`src/hdl/softmax_regression_sgd_trainer_defines.svh`:
```
// Assertion macros for the softmax regression trainer.
`ifndef SOFTMAX_REGRESSION_SGD_TRAINER_DEFINES_SVH
`define SOFTMAX_REGRESSION_SGD_TRAINER_DEFINES_SVH
`ifndef SYNTHESIS
`define SMR_ASSERT(name, prop) \
    name: assert property (@(posedge clk) disable iff (!rst_n) prop) \
        else $error("smr assertion failed");
`define SMR_ASSERT_NEXT(name, ante, cons) \
    name: assert property (@(posedge clk) disable iff (!rst_n) (ante) |=> (cons)) \
        else $error("smr assertion failed");
`else
`define SMR_ASSERT(name, prop)
`define SMR_ASSERT_NEXT(name, ante, cons)
`endif
`endif

```
`src/hdl/smr_cell.sv`:
```
// One class cell of the rotating logit ring.
module smr_cell #(
    parameter int WIDTH = 32
) (
    input  logic             clk,
    input  logic             rst_n,
    input  logic             shift,
    input  logic [WIDTH-1:0] din,
    output logic [WIDTH-1:0] dout
);

    logic [WIDTH-1:0] value_reg;

    always_ff @(posedge clk or negedge rst_n)
    begin
        if (!rst_n)
        begin
            value_reg <= '0;
        end
        else if (shift)
        begin
            value_reg <= din;
        end
    end

    assign dout = value_reg;

endmodule

```
`config.mk`:
```
export PLATFORM = sky130hd
export DESIGN_NAME = smr_cell
export DESIGN_NICKNAME = d
export VERILOG_FILES = /design/src/hdl/softmax_regression_sgd_trainer_defines.svh /design/src/hdl/smr_cell.sv
export SDC_FILE = /design/constraint.sdc
export NUM_CORES = 1
export LEC_CHECK = 0
export ABC_AREA = 1
export BUFFER_PORTS_ARGS = -buffer_cell sky130_fd_sc_hd__clkbuf_2
export CORE_MARGIN = 1.5
export CORE_UTILIZATION = 44
export CTS_CLUSTER_DIAMETER = 60
export CTS_CLUSTER_SIZE = 14
export DETAILED_ROUTE_END_ITERATION = 7
export MAX_ROUTING_LAYER = met4
export PLACE_DENSITY = 0.79
export SLEW_MARGIN = 20
export SYNTH_ARGS = -nofsm -noshare
export SYNTH_HDL_FRONTEND = slang
export SYNTH_SLANG_ARGS = --single-unit
```
`constraint.sdc`:
```
create_clock -name clk -period 0.8 [get_ports clk]
set_input_delay 0.04 -clock clk [delete_from_list [all_inputs] [get_ports clk]]
set_output_delay 0.04 -clock clk [all_outputs]
set_load 0.01 [all_outputs]
```
==> flow_summary.json <==
{
  "start_kind": "register",
  "grt_max_degree": 33,
  "syn_inst": 136,
  "clk_pin_slew_ps": 90,
  "min_period_over_period": 1.124,
  "hp-class": "in -> reg",
  "crit_buf_inv": 1,
  "synth.avg_cell_area_um2": 9.504,
  "critical-path-slowest-cell": "dfrtp_1",
  "grt_overflow": 0,
  "leakagePower_nw": 1.290,
  "synthArstFlopShare": 1.000,
  "hold-worst-slack_ps": 136.4,
  "final_util": 0.7971,
  "total_power_mw": 3.676,
  "initial_core_util": 0.4647,
  "sw_frac_of_total": 0.2670,
  "status": "complete, but fails checks",
  "power_density_mw_per_mm2": 1658,
  "viasPerCell": 4.505,
  "yosysTopAreaCell": "dfrtp_1",
  "drtIter0Drc": 24,
  "power_frac_clock": 0.252,
  "fmax_ghz": 1.112,
  "largest_reg_flops": 32,
  "worstSetupPathType": "reg -> out",
  "finalSetupViolCount": 40,
  "rows": 19,
  "rsz0062_at_grt": "true",
  "cp_max_fo": 2,
  "die_h_um": 57.20,
  "gp_congestion": 0.6945,
  "areaGrowthSynthToFinish_pct": 71.54,
  "ir_worst_vdd_v": 0.001497,
  "ctsHtreeMaxLevel": 2,
  "synth_warnings": 0,
  "dp_hpwl_mm": 1.881,
  "insertion_delay_ps": 310,
  "ys_ff_latch": 32,
  "synth_cell_types": 7,
  "fin_ws_ps": -99.49,
  "place_ws_ps": 140.7,
  "synth_nets": 171,
  "fin_crit_ps": 899.5,
  "p_int_mw": 2.695,
  "grt_antenna_before_repair": 0,
  "wl_per_cell_um": 12.70,
  "synth.area.top_cells": "dfrtp_1, nand2_1, nand2_2",
  "cts_tree": "built",
  "wl_mm": 3.797,
  "slew_headroom": 0.8596,
  "netlist_area_mm2": 0.001292,
  "drive_gt1_frac": 0.4328,
  "synth-main-ff-cell": "dfrtp_1",
  "grt_usage": 0.2417,
  "power_switching_uw": 981.6,
  "drv_slew": 0,
  "endpoint_kind": "primary output",
  "portBuffers": 66,
  "pwr-share-seq": 0.502,
  "cts_sinks": 32,
  "clockBufferDepth": 2,
  "root_buffer": "clkbuf_4",
  "synth_most_common_cell": "nand2_1",
  "hold_viol_final": 0,
  "synth_edf_count": 0,
  "ant_nets": 0,
  "seq_area_frac_synth": 0.6196,
  "num_vias": 1347,
  "grt_pass1_vias": 1280,
  "r2r_setup_slack_ps": -60,
  "violations": "setup timing",
  "final_nets": 302,
  "numCtsBuffers": 5,
  "antenna_cells": 0,
  "coreArea_mm2": 0.002781,
  "combinationalPowerShare": 0.246,
  "die_w_um": 57.20,
  "n_fill_cell": 188,
  "max_stage_delay_ps": 410,
  "crit_path_cell_trace": "clkbuf_2",
  "maxCapViolations": 0,
  "cp.required_ps": 760,
  "fin_skew_ps": 0,
  "grt_pass1_wl_mm": 5.782,
  "drc": 0,
  "firstDrtPassIters": 4,
  "pin_count": 67,
  "design.die.area_mm2": 0.003272,
  "yosys-top-cells-count": "nand2_1, dfrtp_1, nand2_2",
  "synth_top_area_frac": 0.6196,
  "crit_arrival_ps": 860,
  "worst_pin_slew_ps": 210.5,
  "cp_top_family": "flip-flops"
}
-- layout make-up --
class	count	area [um^2]	area share
multi-input combinational	96	387.9	0.1749
timing repair buffer	131	919.6	0.4148
tap	31	38.79	0.01749
clock buffer	8	58.81	0.02652
inverter	1	11.26	0.005079
sequential	32	800.8	0.3612
-- path summary, 6_finish.rpt --
check	start	cells after the start	end
worst min-delay path	shift	4	dout[1]
worst max register to register	dout[9]	4	dout[9]
worst max-delay path	dout[9]	1	dout[9]
max in group asynchronous	rst_n	3	dout[9]
worst min register to register	dout[14]	2	dout[14]
min in group asynchronous	rst_n	3	dout[1]
-- repair_timing --
| action | 4_1_cts | 5_1_grt |
|---|---|---|
| hold endpoints to repair | 64 | 0 |
| setup endpoints to repair | 32 | 32 |
| buffers inserted | 14 | 15 |
| gates resized for setup | 0 | 3 |
| pin swaps | 0 | 0 |
| hold buffers | 33 | 0 |
-- power by group through the flow --
stage | Sequential (mW) | Clock [mW] | Combinational [mW]
2_1_floorplan | 1.94 | 0 | 0.219
3_3_place_gp | 1.87 | 0 | 0.547
3_5_place_dp | 1.88 | 0 | 0.558
4_1_cts | 1.84 | 0.957 | 0.779
5_1_grt | 1.86 | 1.04 | 0.983
6_report | 1.85 | 0.926 | 0.903
-- metal layers --
layer | up-vias | routed length (um) | track usage
li1 | 666 | - | -
met1 | 620 | 1410 | 0.2500
met2 | 52 | 2141 | 0.4466
met3 | 9 | 166 | 0.04989
met4 | 0 | 80 | 0.08970
met5 | - | 0 | -
-- cell families after synthesis --
logic type | synth area share
buffers and inverters | 0.08228
and+or+nand+nor | 0.2982
DFF | 0.6196
-- through the flow --
step	std cells	TNS, ps	area (um^2)
after global routing	299	-4406	2217
after floorplan	136	0	1292
after CTS	284	-2846	2096
final	299	-2909	2217
after detailed placement	229	0	1602
after global placement	229	0	1602
-- cell usage in the layout, fill, tap and decap left out --
cell,instances
dfrtp_1,32
nand2_2,11
clkbuf_4,5
buf_12,1
clkbuf_8,1
nand2_1,85
inv_8,1
buf_4,31
clkbuf_1,2
clkbuf_2,65
dlygate4sd3_1,33
buf_6,1
No activity file was read; power rests on OpenSTA's default activity.
