## config.mk

```make
export PLATFORM = sky130hd
export DESIGN_NAME = smr_div
export DESIGN_NICKNAME = d
export VERILOG_FILES = /design/src/hdl/softmax_regression_sgd_trainer_defines.svh /design/src/hdl/smr_pkg.sv /design/src/hdl/smr_div.sv
export SDC_FILE = /design/constraint.sdc
export NUM_CORES = 1
export LEC_CHECK = 0
export ABC_AREA = 0
export CELL_PAD_IN_SITES_DETAIL_PLACEMENT = 2
export CELL_PAD_IN_SITES_GLOBAL_PLACEMENT = 2
export CORE_MARGIN = 3
export CORE_UTILIZATION = 30
export DETAILED_ROUTE_END_ITERATION = 7
export DONT_BUFFER_PORTS = 1
export PLACE_DENSITY_LB_ADDON = 0.1
export SLEW_MARGIN = 20
export SYNTH_ARGS = -nofsm -noshare
export SYNTH_HDL_FRONTEND = slang
export SYNTH_SLANG_ARGS = --single-unit
```

## constraint.sdc

```tcl
create_clock -name clk -period 3.3 [get_ports clk]
set_input_delay 0.66 -clock clk [delete_from_list [all_inputs] [get_ports clk]]
set_output_delay 0.66 -clock clk [all_outputs]
set_load 0.02 [all_outputs]
```

## src/hdl/softmax_regression_sgd_trainer_defines.svh

```systemverilog
// Assertion macros for the softmax regression trainer.
`ifndef SOFTMAX_REGRESSION_SGD_TRAINER_DEFINES_SVH
`define SOFTMAX_REGRESSION_SGD_TRAINER_DEFINES_SVH
`ifndef SYNTHESIS
`define SMR_ASSERT(name, prop) \
    name: assert property (@(posedge clk) disable iff (!rst_n) prop) \
        else $error("smr assertion failed");
`define SMR_ASSERT_NEXT(name, ante, cons) \
    name: assert property (@(posedge clk) disable iff (!rst_n) (ante) |=> (cons)) \
        else $error("smr assertion failed");
`else
`define SMR_ASSERT(name, prop)
`define SMR_ASSERT_NEXT(name, ante, cons)
`endif
`endif

```

## src/hdl/smr_pkg.sv

```systemverilog
// Shared types, constants and functions of the softmax regression trainer.
package smr_pkg;

    localparam int MAX_FEATURES_DEF = 64;
    localparam int MAX_CLASSES_DEF  = 16;

    localparam int CFG_W   = 17;
    localparam int DATA_W  = 32;
    localparam int DIV_NW  = 48;
    localparam int DIV_DW  = 36;

    localparam logic [16:0] LEARN_RATE_RST    = 17'd6554;
    localparam logic [8:0]  BATCH_SIZE_RST    = 9'd100;
    localparam logic [6:0]  FEATURE_COUNT_RST = 7'd64;
    localparam logic [4:0]  CLASS_COUNT_RST   = 5'd10;

    // log2(e) in Q16.16.
    localparam logic signed [31:0] LOG2E_Q16 = 32'sd94548;

    typedef enum logic [1:0] {
        FUNC_WRITE  = 2'd0,
        FUNC_SAMPLE = 2'd1,
        FUNC_READ   = 2'd2,
        FUNC_NONE   = 2'd3
    } func_t;

    typedef enum logic [1:0] {
        REG_LEARN_RATE    = 2'd0,
        REG_BATCH_SIZE    = 2'd1,
        REG_FEATURE_COUNT = 2'd2,
        REG_CLASS_COUNT   = 2'd3
    } reg_idx_t;

    typedef enum logic [4:0] {
        S_CLEAR,
        S_IDLE,
        S_RD_ISSUE,
        S_RD_OUT,
        S_LG_RD,
        S_LG_MUL,
        S_LG_ACC,
        S_EX_MUL,
        S_EX_FRAC,
        S_EX_SHIFT,
        S_PR_START,
        S_PR_WAIT,
        S_GR_RD,
        S_GR_MUL,
        S_GR_WR,
        S_PR_NEXT,
        S_UP_RD,
        S_UP_MUL,
        S_UP_DIV,
        S_UP_WAIT,
        S_UP_WR
    } state_t;

    typedef struct packed {
        logic busy;
        logic done;
    } div_stat_t;

    // 2^(i/16) in Q16 for i = 0..16.
    function automatic logic [17:0] pow2_lut(input logic [4:0] i);
        logic [17:0] v;
        case (i)
            5'd0:    v = 18'd65536;
            5'd1:    v = 18'd68438;
            5'd2:    v = 18'd71468;
            5'd3:    v = 18'd74632;
            5'd4:    v = 18'd77936;
            5'd5:    v = 18'd81386;
            5'd6:    v = 18'd84990;
            5'd7:    v = 18'd88752;
            5'd8:    v = 18'd92682;
            5'd9:    v = 18'd96785;
            5'd10:   v = 18'd101070;
            5'd11:   v = 18'd105545;
            5'd12:   v = 18'd110218;
            5'd13:   v = 18'd115098;
            5'd14:   v = 18'd120194;
            5'd15:   v = 18'd125515;
            5'd16:   v = 18'd131072;
            default: v = 18'd131072;
        endcase
        return v;
    endfunction

    function automatic logic [31:0] sat32(input logic signed [63:0] v);
        logic [31:0] r;
        if (v > 64'sd2147483647)
            r = 32'h7FFF_FFFF;
        else if (v < -64'sd2147483648)
            r = 32'h8000_0000;
        else
            r = v[31:0];
        return r;
    endfunction

endpackage

```

## src/hdl/smr_div.sv

```systemverilog
// Restoring unsigned divider, one quotient bit per cycle.
module smr_div
    import smr_pkg::*;
#(
    parameter int NW = DIV_NW,
    parameter int DW = DIV_DW
) (
    input  logic          clk,
    input  logic          rst_n,
    input  logic          start,
    input  logic [NW-1:0] num,
    input  logic [DW-1:0] den,
    output logic [NW-1:0] quot,
    output div_stat_t     stat
);

    localparam int CNT_W = $clog2(NW + 1);

    logic [DW-1:0]    rem_reg;
    logic [DW-1:0]    den_reg;
    logic [NW-1:0]    num_reg;
    logic [CNT_W-1:0] cnt_reg;
    logic             busy_reg;
    logic             done_reg;
    logic [DW:0]      trial;
    logic             fits;

    assign trial = {rem_reg, num_reg[NW-1]};
    assign fits  = trial >= {1'b0, den_reg};

    always_ff @(posedge clk or negedge rst_n)
    begin
        if (!rst_n)
        begin
            busy_reg <= 1'b0;
            done_reg <= 1'b0;
            cnt_reg  <= '0;
        end
        else
        begin
            done_reg <= 1'b0;
            if (start)
            begin
                busy_reg <= 1'b1;
                cnt_reg  <= '0;
            end
            else if (busy_reg)
            begin
                cnt_reg <= cnt_reg + 1'b1;
                if (cnt_reg == CNT_W'(NW - 1))
                begin
                    busy_reg <= 1'b0;
                    done_reg <= 1'b1;
                end
            end
        end
    end

    always_ff @(posedge clk)
    begin
        if (start)
        begin
            rem_reg <= '0;
            den_reg <= den;
            num_reg <= num;
        end
        else if (busy_reg)
        begin
            if (fits)
            begin
                rem_reg <= DW'(trial - {1'b0, den_reg});
            end
            else
            begin
                rem_reg <= trial[DW-1:0];
            end
            num_reg <= {num_reg[NW-2:0], fits};
        end
    end

    assign quot      = num_reg;
    assign stat.busy = busy_reg;
    assign stat.done = done_reg;

endmodule
```

==> results.yml <==
status:
  outcome: "finished, final reports clean"
yosys:
  syn_area_um2: 7360
  postSynthAreaPerCell_um2: 10.1
  synth-compound-area-share_pct: 17.0
  synth_top_family_by_area: "compound AO/OA/AOI/OAI gates"
  yosys-top-cells-count: "edfxtp_1, nand2_1, nor2_1"
  postSynth.asyncResetShare_pct: 6.25
  yosys.area_share.adder_pct: 6.56
  netlist_top_cells_area: "edfxtp_1, dfxtp_1, mux2_2"
  synth_area_leader_cell: "edfxtp_1"
  ys_warn_count: 0
  ys.flop_type: "edfxtp_1"
  synth-simple-area-share_pct: 14.0
  synth.most_common_cell: "edfxtp_1"
  synth_edf_count: 84
  synth_mux_area_share_pct: 7.90
  synth_nets: 851
  ys_seq_elements: 128
  synthXorXnorAreaFrac_pct: 2.85
  synth.distinct_cells: 61
  syn_inst: 726
  synth_top_area_share_pct: 34.3
  seq_area_frac_synth_pct: 46.8
finish:
  antenna_cells: 0
  area_delta_synth_final_pct: 17.1
  nFillCells: 2583
  largest_reg_flops: 48
  drive_above_1_share_pct: 18.7
  nets: 872
  final_cells: 1079
worst_setup_path:
  crit_path_top_delay_cell: "fa_1"
  crit_path_end_kind: "register"
  crit_path_start_kind: "register"
  cp_cell_sequence: "inv_1, ha_1, fa_1, nand2b_1, a211oi_2, o21bai_1, a311o_1, a211oi_2, o21ai_1, nand2b_1, mux2_2, nor4_2"
  worstPathMaxFanout: 3
  required_ns: 3.63
  crit_family: "compound AO/OA/AOI/OAI gates"
  r2r_slack_ns: 0.20
  crit_buf_inv: 1
  worst-setup-path-type: "register to register"
  arrival_ns: 3.43
  max_stage_delay_ns: 0.39
global_route:
  grt_max_degree: 130
  grt_pass1_wl_um: 35200
  grt_use_total_pct: 16.7
  grt-ovfl-total: 0
  antenna_found_initial: 2
  grt_pass1_vias: 6494
routing:
  ant_nets: 0
  vias: 5679
  drt_iter0_drc: 227
  wire_per_inst_um: 20.1
  drc: 0
  drt-total-wl_um: 21700
  firstDrtPassIters: 4
  via_per_inst: 5.26
clock_tree:
  clk_latency_ns: 0.43
  cts_tree: "built"
  cts_num_sinks: 128
  root_buffer: "clkbuf_16"
  max-clock-path-buffers: 2
  path_clk_slew_ns: 0.08
  htreeDepth: 4
  cts_buffers: 17
timing:
  maxSlewViolCount: 0
  min_period_over_period_pct: 94.0
  slew_headroom_pct: 34.3
  setup_violations: 0
  hold_viol_final: 0
  worstMarginPinSlew_ns: 0.984
  finalSetupTns_ns: 0
  fmaxAchievable_mhz: 322
  rsz0062_at_grt: "false"
  final.min_clock_period_ns: 3.10
  skew_ns: 0.0142
place:
  dp_cells: 1042
  place_congestion: 0.777
  io_buffers: 0
  hpwl_um: 15400
power_and_ir_drop:
  p_per_area_nw_per_um2: 823
  vdd_drop_max_v: 0.000319
  p_leak_uw: 0.00350
run:
  max-cap-violations: 0
die:
  pin_count: 137
  num_rows: 56
  dieArea_um2: 26500
  die_h_um: 163
  start_util_pct: 30.9
  die_w_um: 163
  coreArea_um2: 23800
min_path:
  holdCritPathClass: "input pin to register"
placed cells by master (no fill, tap or decap), types with 8 or more instances in the layout:
master / netlist / layout
nand2b_1: 11 / 11
edfxtp_1: 84 / 84
nand4_1: 9 / 9
nand3_1: 16 / 16
a21oi_1: 42 / 42
a211oi_1: 13 / 10
ha_1: 37 / 37
and2_1: 9 / 9
dfxtp_1: 36 / 36
nor2b_1: 11 / 11
a311oi_1: 20 / 19
clkbuf_16: 0 / 17
nor2_1: 54 / 53
nor3_1: 10 / 9
o21bai_1: 8 / 8
nand2_1: 68 / 68
buf_4: 2 / 39
mux2_2: 49 / 49
xnor2_1: 16 / 16
inv_1: 50 / 49
o21ai_0: 19 / 19
a21o_1: 22 / 22
xor2_1: 8 / 8
metal layers:
layer	GRT usage, %	part of all wire (%)	wire [um]	vias to the layer above
met4	4.08	1.0	224	4
met1	20.5	44	9600	2810
li1	-	-	-	2698
met3	6.03	6.2	1340	19
met5	0	0.12	27	-
met2	28.2	48	10500	148
metrics by stage:
step | util [%] | cell area, um^2 | setup WS [ns] | total power, uW | hold slack [ns]
after floorplan | - | 7360 | 0.158 | 4100 | 0.364
after global placement | 33.2 | 7910 | 0.125 | 5000 | 0.365
after detailed placement | 33.2 | 7910 | -0.0321 | 5080 | 0.365
after CTS | 35.8 | 8540 | 0.0357 | 7160 | 0.293
after global routing | 36.2 | 8620 | 0.00950 | 7640 | 0.286
final | 36.2 | 8620 | 0.199 | 7100 | 0.320
worst reg2reg max path: cells and delay by family, from the launching register on:
kind	cells	cell delay (ns)
AND/OR/NAND/NOR	3	0.57
buffers and inverters	1	0.05
AO/OA/AOI/OAI	5	1.09
flip-flops	1	0.35
adder cells (fa/ha/maj)	2	0.62
multiplexers	1	0.34
cell families (layout without fill, tap and decap cells):
group | after synthesis | count (layout)
multiplexers | 52 | 52
XOR/XNOR | 24 | 24
flip-flops | 128 | 128
AO/OA/AOI/OAI | 179 | 179
AND/OR/NAND/NOR | 214 | 214
adder cells (fa/ha/maj) | 38 | 38
buffers and inverters | 91 | 125
worst paths after layout:
check                            start     endpoint  depth (start not counted)
max                           quot[47]  rem_reg[24]                         12
min                            den[12]  den_reg[12]                          0
max reg2reg                   quot[47]  rem_reg[24]                         12
min reg2reg                rem_reg[10]  rem_reg[11]                          2
max in group asynchronous        rst_n     busy_reg                          1
min in group asynchronous        rst_n   cnt_reg[1]                          1
cell type report:
cell class	instances	area (um^2)	area share [%]
clock buffer	17	425	4.93
clock inverter	15	185	2.15
inverter	50	188	2.18
multi-input combinational	507	3620	42.0
sequential	128	3440	39.9
tap	319	399	4.63
timing repair buffer	43	363	4.21
power by group:
| group | internal (uW) | switching [uW] | total (uW) |
|---|---|---|---|
| Clock | 1100 | 903 | 2000 |
| Sequential | 2010 | 317 | 2330 |
| Combinational | 1210 | 1560 | 2770 |
what timing repair did:
item                                   in CTS  in global routing
resized for setup                           1                 10
endpoints found under the hold margin       8                  0
pin swaps                                   0                  3
buffers inserted                            0                  4
hold buffers                                1                  0
gates cloned                                0                  0
setup endpoints to repair                   2                 29
No activity file was read; power rests on OpenSTA's default activity.
